File: src/design/abrf_pkg.sv
// ----------------------------------------------------------------------------
// abrf_pkg
// Types, constants and helper functions for the banked register file.
// ----------------------------------------------------------------------------
package abrf_pkg;

  // operation codes on the command beat
  typedef enum logic [2:0] {
    OP_READ   = 3'd0,
    OP_WRITE  = 3'd1,
    OP_SWITCH = 3'd2,
    OP_IRQ    = 3'd3,
    OP_COND   = 3'd4,
    OP_STATUS = 3'd5,
    OP_SPSR   = 3'd6
  } op_e;

  typedef enum logic [3:0] {
    COND_EQ = 4'd0,  COND_NE = 4'd1,  COND_CS = 4'd2,  COND_CC = 4'd3,
    COND_MI = 4'd4,  COND_PL = 4'd5,  COND_VS = 4'd6,  COND_VC = 4'd7,
    COND_HI = 4'd8,  COND_LS = 4'd9,  COND_GE = 4'd10, COND_LT = 4'd11,
    COND_GT = 4'd12, COND_LE = 4'd13, COND_AL = 4'd14, COND_NV = 4'd15
  } cond_e;

  typedef enum logic [3:0] {
    ST_IDLE,
    ST_EXEC,
    ST_RD_WAIT,
    ST_SW_RD_VIS,
    ST_SW_RD_BANK,
    ST_SW_WR_BANK,
    ST_SW_WR_VIS,
    ST_IRQ_RD_PC,
    ST_IRQ_WR_LR,
    ST_IRQ_WR_PC
  } state_e;

  // processor mode encodings
  localparam logic [4:0] PMODE_USER   = 5'h10;
  localparam logic [4:0] PMODE_FAST   = 5'h11;
  localparam logic [4:0] PMODE_INTR   = 5'h12;
  localparam logic [4:0] PMODE_SUPV   = 5'h13;
  localparam logic [4:0] PMODE_ABORT  = 5'h17;
  localparam logic [4:0] PMODE_UNDEF  = 5'h1B;
  localparam logic [4:0] PMODE_SYSTEM = 5'h1F;

  localparam logic [2:0] BNK_SHARED = 3'd0;
  localparam logic [2:0] BNK_FAST   = 3'd1;
  localparam logic [2:0] BNK_INTR   = 3'd2;
  localparam logic [2:0] BNK_SUPV   = 3'd3;
  localparam logic [2:0] BNK_ABORT  = 3'd4;
  localparam logic [2:0] BNK_UNDEF  = 3'd5;

  localparam int NUM_BANKS  = 6;
  localparam int BANK_WORDS = 7;
  localparam int NUM_VIS    = 16;
  localparam int RAM_DEPTH  = NUM_VIS + NUM_BANKS * BANK_WORDS;
  localparam int RAM_AW     = $clog2(RAM_DEPTH);

  localparam logic [2:0] WORD_R8   = 3'd0;  // r8 slot within a bank
  localparam logic [2:0] WORD_SP   = 3'd5;  // r13 slot within a bank
  localparam logic [2:0] WORD_LAST = 3'd6;  // r14 slot within a bank

  localparam logic [3:0] REG_BANK_LO = 4'd8;
  localparam logic [3:0] REG_SP      = 4'd13;
  localparam logic [3:0] REG_LR      = 4'd14;
  localparam logic [3:0] REG_PC      = 4'd15;

  localparam logic [31:0] IRQ_VECTOR = 32'h18;
  localparam logic [31:0] PC_AHEAD   = 32'h8;
  localparam logic [31:0] LR_ADJUST  = 32'h4;
  localparam logic [31:0] CPSR_RESET = {27'd0, PMODE_SYSTEM};

  localparam int FLAG_LSB = 28;
  localparam int BIT_I    = 7;
  localparam int BIT_T    = 5;

  typedef struct packed {
    logic [2:0]  mode;
    logic [3:0]  reg_index;
    logic [31:0] value;
    logic [4:0]  new_mode;
    logic [3:0]  cond;
  } abrf_in_t;

  typedef struct packed {
    logic [31:0] read_data;
    logic        cond_pass;
    logic        irq_taken;
    logic        bad_mode;
    logic [31:0] status_word;
  } abrf_out_t;

  typedef struct packed {
    logic        ok;
    logic [2:0]  bank;
  } mode_info_t;

  typedef struct packed {
    logic              we;
    logic [RAM_AW-1:0] waddr;
    logic [31:0]       wdata;
    logic              re;
    logic [RAM_AW-1:0] raddr;
  } ram_req_t;

  typedef struct packed {
    logic [31:0] cpsr;
    logic [31:0] spsr_cur;
    logic [31:0] exc_base;
  } psr_stat_t;

  typedef struct packed {
    logic        cpsr_we;
    logic [31:0] cpsr_d;
    logic        spsr_we;
    logic [2:0]  spsr_idx;
    logic [31:0] spsr_d;
  } psr_upd_t;

  function automatic mode_info_t bank_of(logic [4:0] m);
    mode_info_t r;
    r.ok = 1'b1;
    case (m)
      PMODE_USER, PMODE_SYSTEM: r.bank = BNK_SHARED;
      PMODE_FAST:               r.bank = BNK_FAST;
      PMODE_INTR:               r.bank = BNK_INTR;
      PMODE_SUPV:               r.bank = BNK_SUPV;
      PMODE_ABORT:              r.bank = BNK_ABORT;
      PMODE_UNDEF:              r.bank = BNK_UNDEF;
      default: begin
        r.ok   = 1'b0;
        r.bank = BNK_SHARED;
      end
    endcase
    return r;
  endfunction

  // memory address of slot w of bank b; visible registers sit below
  function automatic logic [RAM_AW-1:0] bank_addr(logic [2:0] b, logic [2:0] w);
    return RAM_AW'(NUM_VIS + int'(b) * BANK_WORDS + int'(w));
  endfunction

  function automatic logic [RAM_AW-1:0] vis_addr(logic [3:0] r);
    return RAM_AW'(r);
  endfunction

  function automatic logic cond_holds(logic [3:0] c, logic [3:0] f);
    logic n, z, cf, v, r;
    n  = f[3];
    z  = f[2];
    cf = f[1];
    v  = f[0];
    case (c)
      COND_EQ: r = z;
      COND_NE: r = !z;
      COND_CS: r = cf;
      COND_CC: r = !cf;
      COND_MI: r = n;
      COND_PL: r = !n;
      COND_VS: r = v;
      COND_VC: r = !v;
      COND_HI: r = cf && !z;
      COND_LS: r = !cf || z;
      COND_GE: r = (n == v);
      COND_LT: r = (n != v);
      COND_GT: r = !(z || (n != v));
      COND_LE: r = z || (n != v);
      default: r = 1'b1;
    endcase
    return r;
  endfunction

endpackage

File: src/design/arm_banked_register_file.sv
// ----------------------------------------------------------------------------
// arm_banked_register_file
// ARM register file: r0-r15, banked r8-r14 for six banks, SPSRs and CPSR,
// with mode switch, status write and IRQ entry.
// ----------------------------------------------------------------------------
//  channel  | signals                          | transfer
//  ---------+----------------------------------+-------------------------------
//  command  | start, busy, cmd_i               | start && !busy
//  result   | done_o, res_o                    | one-cycle strobe on done_o
//  config   | cfg_we_i, cfg_wdata_i            | cfg_we_i, exception base
//
//  busy stays high after a command beat until it ends. Write, condition,
//  SPSR read, switch within a bank, masked IRQ and bad mode end in EXEC;
//  reads add RD_WAIT; swaps move r13-r14 or FIQ r8-r14; IRQ entry sets LR, PC.
//  Each swapped word takes four steps on the one-read, one-write register RAM.
//  The result strobe comes in the cycle busy falls; results cannot stall.
//  Reset needs no clearing pass: per-entry valid bits make the RAM read zero.
// ----------------------------------------------------------------------------
module arm_banked_register_file (
  input  logic                clk_i,
  input  logic                rst_ni,
  input  logic                start,
  output logic                busy,
  input  abrf_pkg::abrf_in_t  cmd_i,
  output logic                done_o,
  output abrf_pkg::abrf_out_t res_o,
  input  logic                cfg_we_i,
  input  logic [31:0]         cfg_wdata_i
);
  import abrf_pkg::*;

  ram_req_t    ram_req;
  logic [31:0] ram_rdata;
  logic [31:0] rdata_masked;
  psr_stat_t   psr_stat;
  psr_upd_t    psr_upd;

  logic [RAM_DEPTH-1:0] vld_q;
  logic                 rvld_q;

  abrf_ram #(
    .Width (32),
    .Depth (RAM_DEPTH)
  ) u_ram (
    .clk_i   (clk_i),
    .we_i    (ram_req.we),
    .waddr_i (ram_req.waddr),
    .wdata_i (ram_req.wdata),
    .re_i    (ram_req.re),
    .raddr_i (ram_req.raddr),
    .rdata_o (ram_rdata)
  );

  // entries never written read as zero
  always_ff @(posedge clk_i or negedge rst_ni) begin
    if (!rst_ni) begin
      vld_q  <= '0;
      rvld_q <= 1'b0;
    end else begin
      if (ram_req.we) begin
        vld_q[ram_req.waddr] <= 1'b1;
      end
      if (ram_req.re) begin
        rvld_q <= vld_q[ram_req.raddr];
      end
    end
  end

  assign rdata_masked = rvld_q ? ram_rdata : '0;

  abrf_psr u_psr (
    .clk_i       (clk_i),
    .rst_ni      (rst_ni),
    .cfg_we_i    (cfg_we_i),
    .cfg_wdata_i (cfg_wdata_i),
    .upd_i       (psr_upd),
    .stat_o      (psr_stat)
  );

  abrf_seq u_seq (
    .clk_i       (clk_i),
    .rst_ni      (rst_ni),
    .start       (start),
    .busy        (busy),
    .cmd_i       (cmd_i),
    .ram_req_o   (ram_req),
    .ram_rdata_i (rdata_masked),
    .psr_i       (psr_stat),
    .psr_upd_o   (psr_upd),
    .done_o      (done_o),
    .res_o       (res_o)
  );

endmodule

File: src/design/abrf_ram.sv
// ----------------------------------------------------------------------------
// abrf_ram
// Generic single write port, single read port RAM with registered read.
// ----------------------------------------------------------------------------
module abrf_ram #(
  parameter int Width = 32,
  parameter int Depth = 58
) (
  input  logic                     clk_i,
  input  logic                     we_i,
  input  logic [$clog2(Depth)-1:0] waddr_i,
  input  logic [Width-1:0]         wdata_i,
  input  logic                     re_i,
  input  logic [$clog2(Depth)-1:0] raddr_i,
  output logic [Width-1:0]         rdata_o
);

  logic [Width-1:0] mem_q [Depth];
  logic [Width-1:0] rdata_q;

  always_ff @(posedge clk_i) begin
    if (we_i) begin
      mem_q[waddr_i] <= wdata_i;
    end
    if (re_i) begin
      rdata_q <= mem_q[raddr_i];
    end
  end

  assign rdata_o = rdata_q;

endmodule

File: src/design/abrf_psr.sv
// ----------------------------------------------------------------------------
// abrf_psr
// CPSR, per-bank SPSRs and the exception base register.
// ----------------------------------------------------------------------------
module abrf_psr (
  input  logic                clk_i,
  input  logic                rst_ni,
  input  logic                cfg_we_i,
  input  logic [31:0]         cfg_wdata_i,
  input  abrf_pkg::psr_upd_t  upd_i,
  output abrf_pkg::psr_stat_t stat_o
);
  import abrf_pkg::*;

  logic [31:0] cpsr_q;
  logic [31:0] spsr_q [NUM_BANKS];
  logic [31:0] base_q;
  mode_info_t  cur_info;

  always_ff @(posedge clk_i or negedge rst_ni) begin
    if (!rst_ni) begin
      cpsr_q <= CPSR_RESET;
      base_q <= '0;
      for (int i = 0; i < NUM_BANKS; i++) begin
        spsr_q[i] <= '0;
      end
    end else begin
      if (cfg_we_i) begin
        base_q <= cfg_wdata_i;
      end
      if (upd_i.cpsr_we) begin
        cpsr_q <= upd_i.cpsr_d;
      end
      if (upd_i.spsr_we) begin
        spsr_q[upd_i.spsr_idx] <= upd_i.spsr_d;
      end
    end
  end

  always_comb begin
    cur_info        = bank_of(cpsr_q[4:0]);
    stat_o.cpsr     = cpsr_q;
    stat_o.exc_base = base_q;
    // user and system modes read the unbanked SPSR
    stat_o.spsr_cur = cur_info.ok ? spsr_q[cur_info.bank] : spsr_q[BNK_SHARED];
  end

endmodule

File: src/design/abrf_seq.sv
// ----------------------------------------------------------------------------
// abrf_seq
// Command sequencer: decodes a beat, drives the register RAM through
// read-modify-write steps for bank swaps and IRQ entry, updates the PSRs.
// ----------------------------------------------------------------------------
module abrf_seq (
  input  logic                clk_i,
  input  logic                rst_ni,
  input  logic                start,
  output logic                busy,
  input  abrf_pkg::abrf_in_t  cmd_i,
  output abrf_pkg::ram_req_t  ram_req_o,
  input  logic [31:0]         ram_rdata_i,
  input  abrf_pkg::psr_stat_t psr_i,
  output abrf_pkg::psr_upd_t  psr_upd_o,
  output logic                done_o,
  output abrf_pkg::abrf_out_t res_o
);
  import abrf_pkg::*;

  state_e      state_q, state_d;
  abrf_in_t    cmd_q, cmd_d;
  logic [2:0]  from_q, from_d;
  logic [2:0]  to_q, to_d;
  logic [2:0]  word_q, word_d;
  logic        irq_q, irq_d;
  logic        thumb_q, thumb_d;
  logic [31:0] tmp_q, tmp_d;
  logic        done_q, done_d;
  logic [31:0] rd_q, rd_d;
  logic        pass_q, pass_d;
  logic        taken_q, taken_d;
  logic        bad_q, bad_d;

  always_ff @(posedge clk_i or negedge rst_ni) begin
    if (!rst_ni) begin
      state_q <= ST_IDLE;
      done_q  <= 1'b0;
    end else begin
      state_q <= state_d;
      done_q  <= done_d;
    end
  end

  always_ff @(posedge clk_i) begin
    cmd_q   <= cmd_d;
    from_q  <= from_d;
    to_q    <= to_d;
    word_q  <= word_d;
    irq_q   <= irq_d;
    thumb_q <= thumb_d;
    tmp_q   <= tmp_d;
    rd_q    <= rd_d;
    pass_q  <= pass_d;
    taken_q <= taken_d;
    bad_q   <= bad_d;
  end

  always_comb begin
    mode_info_t cur_info;
    mode_info_t tgt_info;
    logic [2:0] from_b;

    cur_info = bank_of(psr_i.cpsr[4:0]);
    from_b   = cur_info.ok ? cur_info.bank : BNK_SHARED;
    tgt_info = '0;

    state_d = state_q;
    cmd_d   = cmd_q;
    from_d  = from_q;
    to_d    = to_q;
    word_d  = word_q;
    irq_d   = irq_q;
    thumb_d = thumb_q;
    tmp_d   = tmp_q;
    done_d  = 1'b0;
    rd_d    = '0;
    pass_d  = 1'b0;
    taken_d = 1'b0;
    bad_d   = 1'b0;
    ram_req_o = '0;
    psr_upd_o = '0;

    case (state_q)
      ST_IDLE: begin
        if (start) begin
          cmd_d   = cmd_i;
          state_d = ST_EXEC;
        end
      end

      ST_EXEC: begin
        state_d = ST_IDLE;
        done_d  = 1'b1;
        case (cmd_q.mode)
          OP_READ: begin
            ram_req_o.re    = 1'b1;
            ram_req_o.raddr = vis_addr(cmd_q.reg_index);
            done_d          = 1'b0;
            state_d         = ST_RD_WAIT;
          end
          OP_WRITE: begin
            ram_req_o.we    = 1'b1;
            ram_req_o.waddr = vis_addr(cmd_q.reg_index);
            ram_req_o.wdata = cmd_q.value;
          end
          OP_SWITCH, OP_STATUS: begin
            tgt_info = (cmd_q.mode == OP_SWITCH) ? bank_of(cmd_q.new_mode)
                                                  : bank_of(cmd_q.value[4:0]);
            if (!tgt_info.ok) begin
              bad_d = 1'b1;
            end else begin
              psr_upd_o.cpsr_we = 1'b1;
              psr_upd_o.cpsr_d  = (cmd_q.mode == OP_SWITCH) ?
                                  {psr_i.cpsr[31:5], cmd_q.new_mode} : cmd_q.value;
              if (tgt_info.bank != from_b) begin
                from_d  = from_b;
                to_d    = tgt_info.bank;
                // FIQ swaps r8-r14, other banks r13-r14 only
                word_d  = (from_b == BNK_FAST || tgt_info.bank == BNK_FAST) ?
                          WORD_R8 : WORD_SP;
                irq_d   = 1'b0;
                done_d  = 1'b0;
                state_d = ST_SW_RD_VIS;
              end
            end
          end
          OP_IRQ: begin
            if (!psr_i.cpsr[BIT_I]) begin
              psr_upd_o.spsr_we  = 1'b1;
              psr_upd_o.spsr_idx = BNK_INTR;
              psr_upd_o.spsr_d   = psr_i.cpsr;
              psr_upd_o.cpsr_we  = 1'b1;
              psr_upd_o.cpsr_d   = {psr_i.cpsr[31:8], 1'b1, psr_i.cpsr[6], 1'b0,
                                    PMODE_INTR};
              thumb_d = psr_i.cpsr[BIT_T];
              done_d  = 1'b0;
              if (from_b != BNK_INTR) begin
                from_d  = from_b;
                to_d    = BNK_INTR;
                word_d  = (from_b == BNK_FAST) ? WORD_R8 : WORD_SP;
                irq_d   = 1'b1;
                state_d = ST_SW_RD_VIS;
              end else begin
                state_d = ST_IRQ_RD_PC;
              end
            end
          end
          OP_COND: begin
            pass_d = cond_holds(cmd_q.cond, psr_i.cpsr[FLAG_LSB +: 4]);
          end
          OP_SPSR: begin
            rd_d = psr_i.spsr_cur;
          end
          default: begin
          end
        endcase
      end

      ST_RD_WAIT: begin
        rd_d    = ram_rdata_i;
        done_d  = 1'b1;
        state_d = ST_IDLE;
      end

      ST_SW_RD_VIS: begin
        ram_req_o.re    = 1'b1;
        ram_req_o.raddr = vis_addr(REG_BANK_LO + {1'b0, word_q});
        state_d         = ST_SW_RD_BANK;
      end

      ST_SW_RD_BANK: begin
        tmp_d           = ram_rdata_i;
        ram_req_o.re    = 1'b1;
        ram_req_o.raddr = bank_addr(to_q, word_q);
        state_d         = ST_SW_WR_BANK;
      end

      ST_SW_WR_BANK: begin
        ram_req_o.we    = 1'b1;
        ram_req_o.waddr = bank_addr(from_q, word_q);
        ram_req_o.wdata = tmp_q;
        tmp_d           = ram_rdata_i;
        state_d         = ST_SW_WR_VIS;
      end

      ST_SW_WR_VIS: begin
        ram_req_o.we    = 1'b1;
        ram_req_o.waddr = vis_addr(REG_BANK_LO + {1'b0, word_q});
        ram_req_o.wdata = tmp_q;
        if (word_q != WORD_LAST) begin
          word_d  = word_q + 3'd1;
          state_d = ST_SW_RD_VIS;
        end else if (irq_q) begin
          state_d = ST_IRQ_RD_PC;
        end else begin
          done_d  = 1'b1;
          state_d = ST_IDLE;
        end
      end

      ST_IRQ_RD_PC: begin
        ram_req_o.re    = 1'b1;
        ram_req_o.raddr = vis_addr(REG_PC);
        state_d         = ST_IRQ_WR_LR;
      end

      ST_IRQ_WR_LR: begin
        ram_req_o.we    = 1'b1;
        ram_req_o.waddr = vis_addr(REG_LR);
        ram_req_o.wdata = thumb_q ? ram_rdata_i : ram_rdata_i - LR_ADJUST;
        state_d         = ST_IRQ_WR_PC;
      end

      ST_IRQ_WR_PC: begin
        ram_req_o.we    = 1'b1;
        ram_req_o.waddr = vis_addr(REG_PC);
        ram_req_o.wdata = psr_i.exc_base + IRQ_VECTOR + PC_AHEAD;
        taken_d         = 1'b1;
        done_d          = 1'b1;
        state_d         = ST_IDLE;
      end

      default: begin
        state_d = ST_IDLE;
      end
    endcase
  end

  assign busy   = (state_q != ST_IDLE);
  assign done_o = done_q;

  // CPSR is settled by the strobe cycle and cannot move before it ends
  always_comb begin
    res_o.read_data   = rd_q;
    res_o.cond_pass   = pass_q;
    res_o.irq_taken   = taken_q;
    res_o.bad_mode    = bad_q;
    res_o.status_word = psr_i.cpsr;
  end

endmodule

File: config.mk
export PLATFORM = sky130hd
export DESIGN_NAME = arm_banked_register_file
export DESIGN_NICKNAME = d
export VERILOG_FILES = /design/src/design/abrf_pkg.sv /design/src/design/arm_banked_register_file.sv /design/src/design/abrf_ram.sv /design/src/design/abrf_psr.sv /design/src/design/abrf_seq.sv
export SDC_FILE = /design/constraint.sdc
export NUM_CORES = 2
export LEC_CHECK = 0
export BUFFER_PORTS_ARGS = -buffer_cell sky130_fd_sc_hd__buf_2
export CAP_MARGIN = 20
export CORE_ASPECT_RATIO = 1.25
export CORE_MARGIN = 3
export CORE_UTILIZATION = 35
export CTS_BUF_LIST = sky130_fd_sc_hd__clkbuf_8
export DETAILED_ROUTE_END_ITERATION = 10
export HOLD_SLACK_MARGIN = 0.08
export PLACE_DENSITY_LB_ADDON = 0.12
export SETUP_SLACK_MARGIN = 0.3
export SLEW_MARGIN = 20
export SYNTH_ARGS = -nofsm -noshare
export SYNTH_HDL_FRONTEND = slang
export SYNTH_SLANG_ARGS = --single-unit
File: constraint.sdc
create_clock -name clk_i -period 6.4 [get_ports clk_i]
set_clock_uncertainty 0.2 [all_clocks]
set_input_delay 0.96 -clock clk_i [delete_from_list [all_inputs] [get_ports clk_i]]
set_output_delay 0.96 -clock clk_i [all_outputs]
set_load 0.05 [all_outputs]
==> results.py <==
metrics = {
    "clocking": {
        "cts_resized": 0,
        "clockBufferDepth": 4,
        "insertion_delay_ns": 0.95,
        "cts_tree": "done",
        "clkSlewWorstSetupHoldPaths_ns": 0.06,
        "root_buffer": "clkbuf_8",
        "cts_buffers": 352,
        "cts_sinks": 2173,
        "cts_max_level": 5,
        "cts_setup_buffers": 0,
    },
    "power_and_ir_drop": {
        "p_seq_share_pct": 43.7,
        "worst_ir_drop_vdd_v": 0.0002734,
        "swShare_pct": 36.10,
        "power.total_mw": 41.84,
        "p_int_mw": 26.74,
        "p_per_area_mw_per_mm2": 418.4,
        "clkPwrFrac_pct": 26.4,
        "power_frac_comb_pct": 29.8,
        "power.net_switching_mw": 15.11,
        "total_leakage_power_nw": 36.32,
    },
    "layout": {
        "drive_gt1_share_pct": 15.17,
        "nets": 6662,
        "fin_area_mm2": 0.1000,
        "nFillCells": 22620,
        "area_growth_pct": 15.40,
    },
    "logic_synthesis": {
        "avgSynthCellArea_um2": 14.07,
        "syn_nets": 6274,
        "yosysWarnings": 0,
        "ys.flop_type": "edfxtp_1",
        "synthArstFlopShare_pct": 7.317,
        "synth_top_cell_area_share_pct": 68.58,
        "ys_top_cells_by_area": "edfxtp_1 (69%), nand2_1 (6.8%), dfrtp_1 (4.4%), mux2i_1 (3.1%), nand3_1 (2.4%)",
        "synth_area_mm2": 0.08665,
        "yosys.area.top_type": "edfxtp_1",
        "synth-edff-count": 1979,
        "synthDistinctLibCells": 87,
        "synth_cells": 6158,
        "ys_seq_elements": 2173,
        "ys_seq_area_share_pct": 73.99,
    },
    "global_route": {
        "antenna_found_initial": 2,
        "overflow": 0,
        "grt_pass1_vias": 53360,
        "grt_pass1_wl_um": 386200,
        "gr-usage-all-layers_pct": 20.57,
        "grt_max_degree": 140,
    },
    "detailed_routing": {
        "firstDrtPassIters": 6,
        "vias": 53330,
        "ant_nets": 0,
        "drc": 0,
        "finalWirelength_um": 268000,
        "avgRoutedWirePerCell_um": 26.54,
        "drt_iter0_drc": 4584,
        "avgViaCountPerCell": 5.281,
    },
    "die": {
        "rows": 203,
        "dieArea_mm2": 0.2536,
        "start_util_pct": 35.28,
        "die_y_um": 562.3,
        "io_pins": 153,
        "core-area_mm2": 0.2456,
        "dieWidth_um": 451.0,
    },
    "critical_path": {
        "setup.worst_path.end_class": "register",
        "crit_path_max_incr_delay_ns": 0.54,
        "critPathSlowestCell": "fa_1",
        "required_ns": 6.85,
        "crit_fanout": 45,
        "crit_type": "register to register",
        "critPathTopFamily": "adder cells",
        "crit_chain": "fa_1, inv_1, fa_1, fa_1, or4b_1, a21oi_1, o22ai_1, nor2_4, buf_12, buf_4, a32oi_1, a311o_1, nand4_1, o41ai_2",
        "start_kind": "register",
        "crit_path_frequent_cell": "fa_1",
        "arrival_ns": 5.84,
        "crit_buf_inv": 3,
    },
    "sta": {
        "finalHoldViolations": 0,
        "fin_tns_setup_ns": 0,
        "rsz0062_at_grt": "no",
        "hold_slack_ns": 0.2557,
        "max_freq_ghz": 0.1853,
        "setup_viol": 0,
        "timing.slew.headroom_pct": 25.41,
        "finalWorstSetupSlack_ns": 1.002,
        "slew_violations": 0,
        "finalCritPeriodShare_pct": 84.34,
        "worstMarginPinSlew_ns": 1.119,
        "layout_min_cycle_time_ns": 5.398,
    },
    "worst_hold_path": {
        "min_path_type": "input port to asynchronous set/reset pin",
    },
    "placed_design": {
        "place_area_mm2": 0.09286,
        "portBuffers": 152,
        "hpwlAfterDp_um": 154700,
        "dpl_worst_slack_ns": 1.029,
        "gp_congestion": 0.8018,
    },
    "run_status": {
        "outcome": "finished clean",
    },
    "job": {
        "maxCapViolations": 0,
    },
}
[path summary, 6_finish.rpt]
path	to	start	cells past startpoint	slack, ns
hold reg to reg	vld_q[11]$_DFFE_PN0P_	vld_q[11]$_DFFE_PN0P_	1	0.27
setup reg to reg	u_ram.rdata_o[21]$_DFFE_PP_	u_seq.to_q[1]$_SDFFCE_PP1P_	14	1.00
hold / removal	u_psr.base_q[0]$_DFFE_PN0P_	rst_ni	2	0.26
max in group asynchronous	vld_q[11]$_DFFE_PN0P_	rst_ni	3	4.44
setup / recovery	u_ram.rdata_o[21]$_DFFE_PP_	u_seq.to_q[1]$_SDFFCE_PP1P_	14	1.00
min in group clk_i	vld_q[11]$_DFFE_PN0P_	vld_q[11]$_DFFE_PN0P_	1	0.27
[placed cells by master (no fill, tap or decap), types with 129 or more instances in the layout]
| cell | Yosys | routed |
|---|---|---|
| a32o_1 | 129 | 129 |
| a32oi_1 | 136 | 136 |
| buf_2 | 134 | 151 |
| buf_4 | 39 | 149 |
| clkbuf_8 | 0 | 372 |
| dfrtp_1 | 154 | 153 |
| edfxtp_1 | 1979 | 1979 |
| inv_1 | 45 | 181 |
| mux2i_1 | 267 | 267 |
| nand2_1 | 1579 | 1573 |
| nand3_1 | 409 | 409 |
[synthesized netlist by cell type, types with 33 or more instances]
cell type  instances
clkbuf_1         191
xnor2_1           35
dfxtp_1           35
a21oi_1           68
mux2i_1          267
buf_4             39
dfrtp_1          154
mux2_2            33
o21ai_0          136
a22o_1            75
or2_2             54
nor2_1            99
inv_1             45
nand2_1         1579
buf_1             41
buf_2            134
edfxtp_1        1979
a32o_1           129
nand3_1          409
a32oi_1          136
nand4_1          106
a31oi_1           71
[logic make-up (layout without fill, tap and decap cells)]
kind of cell / Yosys count / after routing / share of synthesized area [%]
simple gates: 2362 / 2362 / 11.71
mux: 301 / 301 / 3.539
compound gates: 777 / 777 / 7.267
fa+ha+maj: 32 / 32 / 0.5314
flops: 2173 / 2173 / 73.99
other cells: 0 / 2 / 0
buf+inv: 458 / 1116 / 2.407
xor+xnor: 55 / 55 / 0.5559
[routing by layer]
metal	up-vias	global-route usage, %	part of all wire, %
met2	1582	35.48	50
met5	-	0	0
met3	370	2.813	4.9
met1	27470	27.43	43
li1	23900	-	-
met4	0	4.990	2.2
[registers in the layout, summed over array words and instances, names as in the netlist, 3 cells and up]
register,cells
u_ram.rdata_o,32
u_seq.word_q,3
u_psr.base_q,32
u_psr.spsr_q,31
u_seq.to_q,3
u_seq.tmp_q,32
u_seq.cmd_q,48
u_ram.mem_q,1856
u_seq.from_q,3
u_seq.rd_q,32
u_seq.state_q,4
vld_q,58
u_psr.cpsr_q,32
[metrics by stage]
stage | utilization (%) | instances
after floorplan | - | 6158
after global placement | 37.79 | 9388
after detailed placement | 37.81 | 9390
after CTS | 40.70 | 10100
after global routing | 40.71 | 10100
final | 40.71 | 10100
[what timing repair did]
| action | CTS | global route |
|---|---|---|
| endpoints found under the setup margin | 0 | 0 |
| hold buffers | 81 | 0 |
| endpoints found under the hold margin | 100 | 0 |
[power groups by stage]
stage | combinational, mW | sequential (mW) | clock (mW)
6_report | 12.5 | 18.3 | 11.1
5_1_grt | 13.5 | 18.4 | 12.0
4_1_cts | 12.6 | 18.3 | 11.4
3_5_place_dp | 12.5 | 18.6 | 0
3_3_place_gp | 12.5 | 18.6 | 0
2_1_floorplan | 7.74 | 18.3 | 0
[final cells by class]
type | instances | area, um^2 | area share, %
diodes | 2 | 5.005 | 0.005005
inverters | 46 | 172.7 | 0.1727
clock buffers | 372 | 5120 | 5.120
repair buffers | 446 | 3985 | 3.985
well taps | 3280 | 4104 | 4.104
clock inverters | 252 | 1182 | 1.182
flip-flops and latches | 2173 | 64110 | 64.12
multi-input cells | 3527 | 21310 | 21.31
No activity file was read; power rests on OpenSTA's default activity.
